===== src/rtl/core/smf_pkg.sv =====
// Package for the sliding-window median filter.
// Sizes, sample type and the controller/datapath command and status words.
// No dependencies.
`default_nettype none

package smf_pkg;

    localparam int MAX_WINDOW = 8;
    localparam int IDX_W      = (MAX_WINDOW > 1) ? $clog2(MAX_WINDOW) : 1;
    localparam int CNT_W      = $clog2(MAX_WINDOW + 1);
    localparam int SAMPLE_W   = 16;
    localparam int LEN_W      = 4;

    typedef logic signed [SAMPLE_W-1:0] t_sample;
    typedef logic [IDX_W-1:0]           t_idx;
    typedef logic [CNT_W-1:0]           t_cnt;
    typedef logic [LEN_W-1:0]           t_len;

    localparam t_len LEN_RESET = t_len'(3);

    typedef struct packed {
        logic shift;     // take the new sample into the window, start a scan
        logic step;      // test one candidate
        logic out_load;  // move the result into the output register
    } t_dp_cmd;

    typedef struct packed {
        logic hit;       // current candidate sits at the median rank
    } t_dp_sts;

endpackage

`default_nettype wire


===== src/rtl/core/smf_if.sv =====
// Stream interfaces for the median filter: sample words in, median words out.
// Depends on smf_pkg.
`default_nettype none

interface smf_sample_if;
    import smf_pkg::*;
    logic    valid;
    logic    ready;
    t_sample sample;
    modport source (output valid, output sample, input ready);
    modport sink   (input valid, input sample, output ready);
endinterface

interface smf_median_if;
    import smf_pkg::*;
    logic    valid;
    logic    ready;
    t_sample median;
    modport source (output valid, output median, input ready);
    modport sink   (input valid, input median, output ready);
endinterface

`default_nettype wire


===== src/rtl/core/smf_ctrl.sv =====
// Controller for the median filter: accept, scan, hand off to output register.
// Depends on smf_pkg.
`default_nettype none

module smf_ctrl (
    input  wire logic            i_clk,
    input  wire logic            i_rst_n,
    input  wire logic            i_in_valid,
    output logic                 o_in_ready,
    input  wire logic            i_out_ready,
    output logic                 o_out_valid,
    output smf_pkg::t_dp_cmd     o_cmd,
    input  wire smf_pkg::t_dp_sts i_sts
);
    import smf_pkg::*;

    localparam logic [1:0] S_IDLE = 2'd0;
    localparam logic [1:0] S_SCAN = 2'd1;
    localparam logic [1:0] S_DONE = 2'd2;

    logic [1:0] r_state, n_state;
    logic       r_ovalid, n_ovalid;

    always_comb begin
        n_state    = r_state;
        o_cmd      = '0;
        o_in_ready = 1'b0;
        unique case (r_state)
            S_IDLE: begin
                o_in_ready = 1'b1;
                if (i_in_valid) begin
                    o_cmd.shift = 1'b1;
                    n_state     = S_SCAN;
                end
            end
            S_SCAN: begin
                o_cmd.step = 1'b1;
                if (i_sts.hit) begin
                    n_state = S_DONE;
                end
            end
            S_DONE: begin
                // wait until the output register is free or being emptied
                if (!r_ovalid || i_out_ready) begin
                    o_cmd.out_load = 1'b1;
                    n_state        = S_IDLE;
                end
            end
            default: begin
                n_state = S_IDLE;
            end
        endcase
    end

    always_comb begin
        if (o_cmd.out_load) begin
            n_ovalid = 1'b1;
        end else if (i_out_ready) begin
            n_ovalid = 1'b0;
        end else begin
            n_ovalid = r_ovalid;
        end
    end

    always_ff @(posedge i_clk) begin
        if (!i_rst_n) begin
            r_state  <= S_IDLE;
            r_ovalid <= 1'b0;
        end else begin
            r_state  <= n_state;
            r_ovalid <= n_ovalid;
        end
    end

    assign o_out_valid = r_ovalid;

endmodule

`default_nettype wire


===== src/rtl/core/smf_dp.sv =====
// Datapath for the median filter: window shift line, length register,
// rank test of one candidate per cycle, result and output registers.
// Depends on smf_pkg.
`default_nettype none

module smf_dp (
    input  wire logic              i_clk,
    input  wire logic              i_rst_n,
    input  wire logic              i_cfg_we,
    input  wire smf_pkg::t_len     i_cfg_wdata,
    input  wire smf_pkg::t_sample  i_sample,
    input  wire smf_pkg::t_dp_cmd  i_cmd,
    output smf_pkg::t_dp_sts       o_sts,
    output smf_pkg::t_sample       o_median
);
    import smf_pkg::*;

    t_len    r_wlen;
    t_sample r_win [MAX_WINDOW];
    t_cnt    r_len;
    t_cnt    r_tgt;
    t_idx    r_cand;
    t_sample r_res;
    t_sample r_out;

    t_cnt    eff_len;
    t_cnt    eff_tgt;
    t_sample cand;
    t_cnt    pos;

    // length 0 acts as 1, anything above the window depth saturates
    always_comb begin
        if (r_wlen == '0) begin
            eff_len = t_cnt'(1);
        end else if (32'(r_wlen) > 32'(MAX_WINDOW)) begin
            eff_len = t_cnt'(MAX_WINDOW);
        end else begin
            eff_len = t_cnt'(r_wlen);
        end
        eff_tgt = t_cnt'(({1'b0, eff_len} + (CNT_W+1)'(1)) >> 1) - t_cnt'(1);
    end

    // descending position of the candidate: larger entries, plus equal
    // entries at lower window positions
    always_comb begin
        cand = r_win[r_cand];
        pos  = '0;
        for (int i = 0; i < MAX_WINDOW; i++) begin
            if (t_cnt'(i) < r_len) begin
                if (r_win[i] > cand) begin
                    pos = pos + t_cnt'(1);
                end else if (r_win[i] == cand && t_idx'(i) < r_cand) begin
                    pos = pos + t_cnt'(1);
                end
            end
        end
        o_sts.hit = (pos == r_tgt);
    end

    always_ff @(posedge i_clk) begin
        if (!i_rst_n) begin
            r_wlen <= LEN_RESET;
        end else if (i_cfg_we) begin
            r_wlen <= i_cfg_wdata;
        end
    end

    // only the first len entries move; deeper entries keep their values
    always_ff @(posedge i_clk) begin
        if (!i_rst_n) begin
            for (int i = 0; i < MAX_WINDOW; i++) begin
                r_win[i] <= '0;
            end
        end else if (i_cmd.shift) begin
            r_win[0] <= i_sample;
            for (int i = 1; i < MAX_WINDOW; i++) begin
                if (t_cnt'(i) < eff_len) begin
                    r_win[i] <= r_win[i-1];
                end
            end
        end
    end

    always_ff @(posedge i_clk) begin
        if (!i_rst_n) begin
            r_len  <= t_cnt'(1);
            r_tgt  <= '0;
            r_cand <= '0;
        end else if (i_cmd.shift) begin
            r_len  <= eff_len;
            r_tgt  <= eff_tgt;
            r_cand <= '0;
        end else if (i_cmd.step) begin
            r_cand <= r_cand + t_idx'(1);
        end
    end

    always_ff @(posedge i_clk) begin
        if (i_cmd.step && o_sts.hit) begin
            r_res <= cand;
        end
        if (i_cmd.out_load) begin
            r_out <= r_res;
        end
    end

    assign o_median = r_out;

endmodule

`default_nettype wire


===== src/rtl/core/sliding_window_median_filter.sv =====
// Sliding-window median filter, top level: controller plus datapath.
// Depends on smf_pkg, smf_if, smf_ctrl, smf_dp.
// An accepted sample word passes through SCAN, where the candidates of the
// effective window (length 1..8) are ranked one per cycle until the one at the
// median rank turns up, and DONE, which waits while a full output register is
// stalled, then loads the median into it. New words are taken only in IDLE;
// a finished median waits in the output register while the next one is taken.
// Synchronous active-low reset clears the window, sets length 3, empties output.
`default_nettype none

module sliding_window_median_filter (
    input  wire logic          i_clk,
    input  wire logic          i_rst_n,
    input  wire logic          i_cfg_we,
    input  wire smf_pkg::t_len i_cfg_wdata,
    smf_sample_if.sink         i_sample_ch,
    smf_median_if.source       o_median_ch
);
    import smf_pkg::*;

    t_dp_cmd cmd;
    t_dp_sts sts;
    logic    in_ready;
    logic    out_valid;
    t_sample median;

    smf_ctrl u_ctrl (
        .i_clk       (i_clk),
        .i_rst_n     (i_rst_n),
        .i_in_valid  (i_sample_ch.valid),
        .o_in_ready  (in_ready),
        .i_out_ready (o_median_ch.ready),
        .o_out_valid (out_valid),
        .o_cmd       (cmd),
        .i_sts       (sts)
    );

    smf_dp u_dp (
        .i_clk       (i_clk),
        .i_rst_n     (i_rst_n),
        .i_cfg_we    (i_cfg_we),
        .i_cfg_wdata (i_cfg_wdata),
        .i_sample    (i_sample_ch.sample),
        .i_cmd       (cmd),
        .o_sts       (sts),
        .o_median    (median)
    );

    assign i_sample_ch.ready  = in_ready;
    assign o_median_ch.valid  = out_valid;
    assign o_median_ch.median = median;

endmodule

`default_nettype wire

===== src/flat_wrapper.sv =====
// flat-port wrapper written by rule: the top's interface ports become plain ports
module sliding_window_median_filter_flat import smf_pkg::*;
  (i_clk, i_rst_n, i_cfg_we, i_cfg_wdata, i_sample_ch_valid, i_sample_ch_sample, i_sample_ch_ready, o_median_ch_valid, o_median_ch_median, o_median_ch_ready);
  smf_sample_if i_sample_ch_i ();
  smf_median_if o_median_ch_i ();
  input  wire logic i_clk;
  input  wire logic i_rst_n;
  input  wire logic i_cfg_we;
  input  wire smf_pkg::t_len i_cfg_wdata;
  input wire logic [$bits(i_sample_ch_i.valid)-1:0] i_sample_ch_valid;
  input wire logic [$bits(i_sample_ch_i.sample)-1:0] i_sample_ch_sample;
  output wire logic [$bits(i_sample_ch_i.ready)-1:0] i_sample_ch_ready;
  output wire logic [$bits(o_median_ch_i.valid)-1:0] o_median_ch_valid;
  output wire logic [$bits(o_median_ch_i.median)-1:0] o_median_ch_median;
  input wire logic [$bits(o_median_ch_i.ready)-1:0] o_median_ch_ready;
  assign i_sample_ch_i.valid = i_sample_ch_valid;
  assign i_sample_ch_i.sample = i_sample_ch_sample;
  assign i_sample_ch_ready = i_sample_ch_i.ready;
  assign o_median_ch_valid = o_median_ch_i.valid;
  assign o_median_ch_median = o_median_ch_i.median;
  assign o_median_ch_i.ready = o_median_ch_ready;
  sliding_window_median_filter u_core (.i_clk(i_clk), .i_rst_n(i_rst_n), .i_cfg_we(i_cfg_we), .i_cfg_wdata(i_cfg_wdata), .i_sample_ch(i_sample_ch_i), .o_median_ch(o_median_ch_i));
endmodule

===== config.mk =====
export PLATFORM = sky130hd
export DESIGN_NAME = sliding_window_median_filter_flat
export DESIGN_NICKNAME = d
export VERILOG_FILES = /design/src/rtl/core/smf_pkg.sv /design/src/rtl/core/smf_if.sv /design/src/rtl/core/smf_ctrl.sv /design/src/rtl/core/smf_dp.sv /design/src/rtl/core/sliding_window_median_filter.sv /design/src/flat_wrapper.sv
export SDC_FILE = /design/constraint.sdc
export NUM_CORES = 1
export LEC_CHECK = 0
export ABC_CLOCK_PERIOD_IN_PS = 11200
export BUFFER_PORTS_ARGS = -buffer_cell sky130_fd_sc_hd__buf_2
export CAP_MARGIN = 0
export CORE_MARGIN = 10
export CORE_UTILIZATION = 50
export CTS_CLUSTER_DIAMETER = 50
export DETAILED_ROUTE_END_ITERATION = 10
export PLACE_DENSITY = 0.67
export SYNTH_ARGS = -nofsm -noshare
export SYNTH_HDL_FRONTEND = slang
export SYNTH_SLANG_ARGS = --single-unit

===== constraint.sdc =====
create_clock -name i_clk -period 11.2 [get_ports i_clk]
set_input_delay 2.24 -clock i_clk [delete_from_list [all_inputs] [get_ports i_clk]]
set_output_delay 2.24 -clock i_clk [all_outputs]
set_load 0.1 [all_outputs]

==> impl_metrics.py <==
metrics = {
    "timing": {
        "final.period_utilization": 0.864,
        "timing.hold.ws_ns": 0.416,
        "finalHoldViolations": 0,
        "clock_skew_ns": 0.0100,
        "slew_violations": 0,
        "finalCriticalPeriod_ns": 9.68,
        "fin_ws_ns": 1.52,
        "fmax_mhz": 103,
        "setup_viol": 0,
        "max_slew.worst_pin.slew_ns": 1.07,
        "rsz0062_at_grt": "no",
        "slew_headroom": 0.286,
        "finalSetupTns_ns": 0,
    },
    "global_route": {
        "grt_usage": 0.198,
        "gr-total-overflow": 0,
        "antenna_found_initial": 0,
        "grt_pass1_wl_mm": 43.7,
        "grt_pass1_vias": 7729,
        "grt_start_max_net_pins": 70,
    },
    "die": {
        "die_x_um": 171,
        "ioPinCount": 43,
        "die_h_um": 171,
        "num_rows": 55,
        "dieArea_sq_um": 29200,
        "core-area_sq_um": 22500,
        "initial_core_util": 0.506,
    },
    "clock_tree": {
        "cts_hold_buf": 0,
        "cts_buffers": 17,
        "cts_setup_buffers": 0,
        "clkTransAtPathRegs_ns": 0.07,
        "clock-sinks": 181,
        "cts_buffer_depth": 2,
        "cts-resized-gates": 0,
        "root_buffer": "clkbuf_16",
        "clkLatencyLatePin_ns": 0.44,
        "cts_tree": "yes",
        "cts_max_level": 4,
    },
    "yosys": {
        "synth_async_sr_flop_share": 0,
        "synth_top_cell_by_area": "edfxtp_1",
        "synth.most_common_cell": "edfxtp_1",
        "synth-edff-count": 160,
        "synth_area_per_cell_sq_um": 12.0,
        "ys_seq_area_frac": 0.459,
        "synth_top_area_frac": 0.422,
        "synth_cell_types": 73,
        "synth_nets": 1113,
        "synth_cells": 950,
        "ys_warn_count": 0,
        "synth-main-ff-cell": "edfxtp_1",
        "ys_ff_latch": 181,
        "synth_commonest_cells": "edfxtp_1 (160), ha_1 (138), and2_1 (110), nand2_1 (52), inv_1 (43)",
        "synthTopCellsByArea": "edfxtp_1 (42%), ha_1 (15%), mux4_2 (6.3%)",
        "synthesis.area_sq_um": 11400,
    },
    "flow_run": {
        "max-cap-violations": 0,
    },
    "critical_path": {
        "critPathArrivalTime_ns": 9.75,
        "cp_slowest_cell": "dfxtp_2",
        "critPathMaxFanout": 23,
        "critPathKind": "register to register",
        "slowest_delay_ns": 0.88,
        "crit_path_frequent_cell": "ha_1",
        "worst_ep_required_time_ns": 11.27,
        "cp-start-kind": "register",
        "endpoint_kind": "register",
    },
    "route": {
        "ant_nets": 0,
        "routedWlPerCell_um": 21.7,
        "firstDrtPassIters": 5,
        "dr.first_iter.drc_count": 655,
        "remaining_drc_errors": 0,
        "via_per_inst": 6.06,
        "routed_wirelength_mm": 28.2,
        "vias": 7883,
    },
    "placed_design": {
        "io_buffer_count": 42,
        "dp.cells": 1268,
        "dp_slack_ns": 1.60,
        "post-dp-hpwl_mm": 21.5,
        "finalWeightedCongestion": 0.940,
    },
    "cells_and_area": {
        "stdcell_count": 1300,
        "final_core_util": 0.559,
        "nets": 1165,
        "antenna_cells": 0,
        "drive_gt1_frac": 0.144,
        "area_growth_pct": 10.5,
    },
    "power_and_ir_drop": {
        "vdd_drop_max_mv": 0.106,
        "leakage_uw": 0.00513,
        "power_density_nw_per_um2": 233,
    },
    "min_path": {
        "hp-class": "register to register",
    },
    "status": {
        "status": "completed",
    },
}
[worst paths after layout]
check	start	to	depth (start not counted)	slack, ns
max	register	u_core.u_dp.r_res[10]$_DFFE_PP_	34	1.52
min	u_core.u_dp.r_res[9]$_DFFE_PP_	u_core.u_dp.o_median[9]$_DFFE_PP_	0	0.42
max reg2reg	register	u_core.u_dp.r_res[10]$_DFFE_PP_	34	1.52
min reg2reg	u_core.u_dp.r_res[9]$_DFFE_PP_	u_core.u_dp.o_median[9]$_DFFE_PP_	0	0.42
[report_power, final]
| part | switching, uW | leakage, uW | total (uW) | internal [uW] |
|---|---|---|---|---|
| combinational | 798 | 0.00304 | 1340 | 540 |
| sequential | 113 | 0.00181 | 1010 | 897 |
| clock | 275 | 0.000274 | 584 | 309 |
[critical path: cells and delay by family, from the launching register on]
| kind | cells | cell delay, ns |
|---|---|---|
| AOI/OAI and AO/OA | 6 | 1.33 |
| xor gates and xnor gates | 2 | 0.34 |
| adders and majority gates | 7 | 2.03 |
| buffers and inverters | 4 | 0.65 |
| DFF | 1 | 0.88 |
| muxes | 7 | 2.92 |
| and+or+nand+nor | 8 | 1.14 |
[kinds of logic after synthesis]
logic type,synth area share
AOI/OAI and AO/OA,0.0911
xor gates and xnor gates,0.0269
adders and majority gates,0.152
buffers and inverters,0.0249
DFF,0.459
muxes,0.0897
and+or+nand+nor,0.157
[sequential cells by signal, indices dropped and copies added, names as in the netlist, named ones only]
register and count:
u_core.u_dp.r_wlen 4, u_core.u_dp.o_median 16, u_core.u_dp.r_len 4, u_core.u_dp.r_win 128, u_core.u_ctrl.r_state 2, u_core.u_dp.r_cand 3, u_core.u_dp.r_tgt 4, u_core.u_dp.r_res 16
u_core.u_ctrl.o_out_valid 1
[final cells by class]
| class | count | area, sq um |
|---|---|---|
| clock buffer | 18 | 429 |
| clock inverter | 14 | 128 |
| fill | 1897 | 9920 |
| inverter | 43 | 161 |
| multi-input combinational | 694 | 5900 |
| sequential | 181 | 5230 |
| tap | 285 | 357 |
| timing repair buffer | 65 | 383 |
[layout by cell type, fill, tap and decap left out, drive strengths merged, types with 6 or more instances in the layout]
| cell type | synthesis | routed |
|---|---|---|
| a211oi | 8 | 8 |
| a21boi | 6 | 6 |
| a21o | 13 | 13 |
| a21oi | 38 | 38 |
| a31oi | 7 | 7 |
| and2 | 110 | 110 |
| and3 | 18 | 18 |
| buf | 7 | 65 |
| clkbuf | 25 | 18 |
| clkinv | 0 | 9 |
| dfxtp | 21 | 21 |
| edfxtp | 160 | 160 |
| ha | 138 | 138 |
| inv | 43 | 47 |
| mux2i | 24 | 24 |
| mux4 | 32 | 32 |
| nand2 | 52 | 52 |
| nand2b | 7 | 7 |
| nand3 | 11 | 11 |
| nand4 | 27 | 27 |
| nor2 | 34 | 34 |
| nor2b | 14 | 14 |
| nor3 | 17 | 17 |
| nor4 | 6 | 6 |
| o211ai | 11 | 11 |
| o21ai | 22 | 22 |
| xnor2 | 18 | 18 |
[metal layers]
metal / track usage / routed length, um
met1: 0.270 / 13000
met2: 0.316 / 13000
met3: 0.0304 / 1760
met4: 0.0631 / 534
met5: 0 / 0
[metrics by stage]
| stage | power (uW) | area, sq um |
|---|---|---|
| 2_1_floorplan | 1970 | 11400 |
| 3_3_place_gp | 2320 | 12000 |
| 3_5_place_dp | 2340 | 12000 |
| 4_1_cts | 2930 | 12600 |
| 5_1_grt | 3130 | 12600 |
| 6_report | 2930 | 12600 |
(Power assumes the default switching activity.)
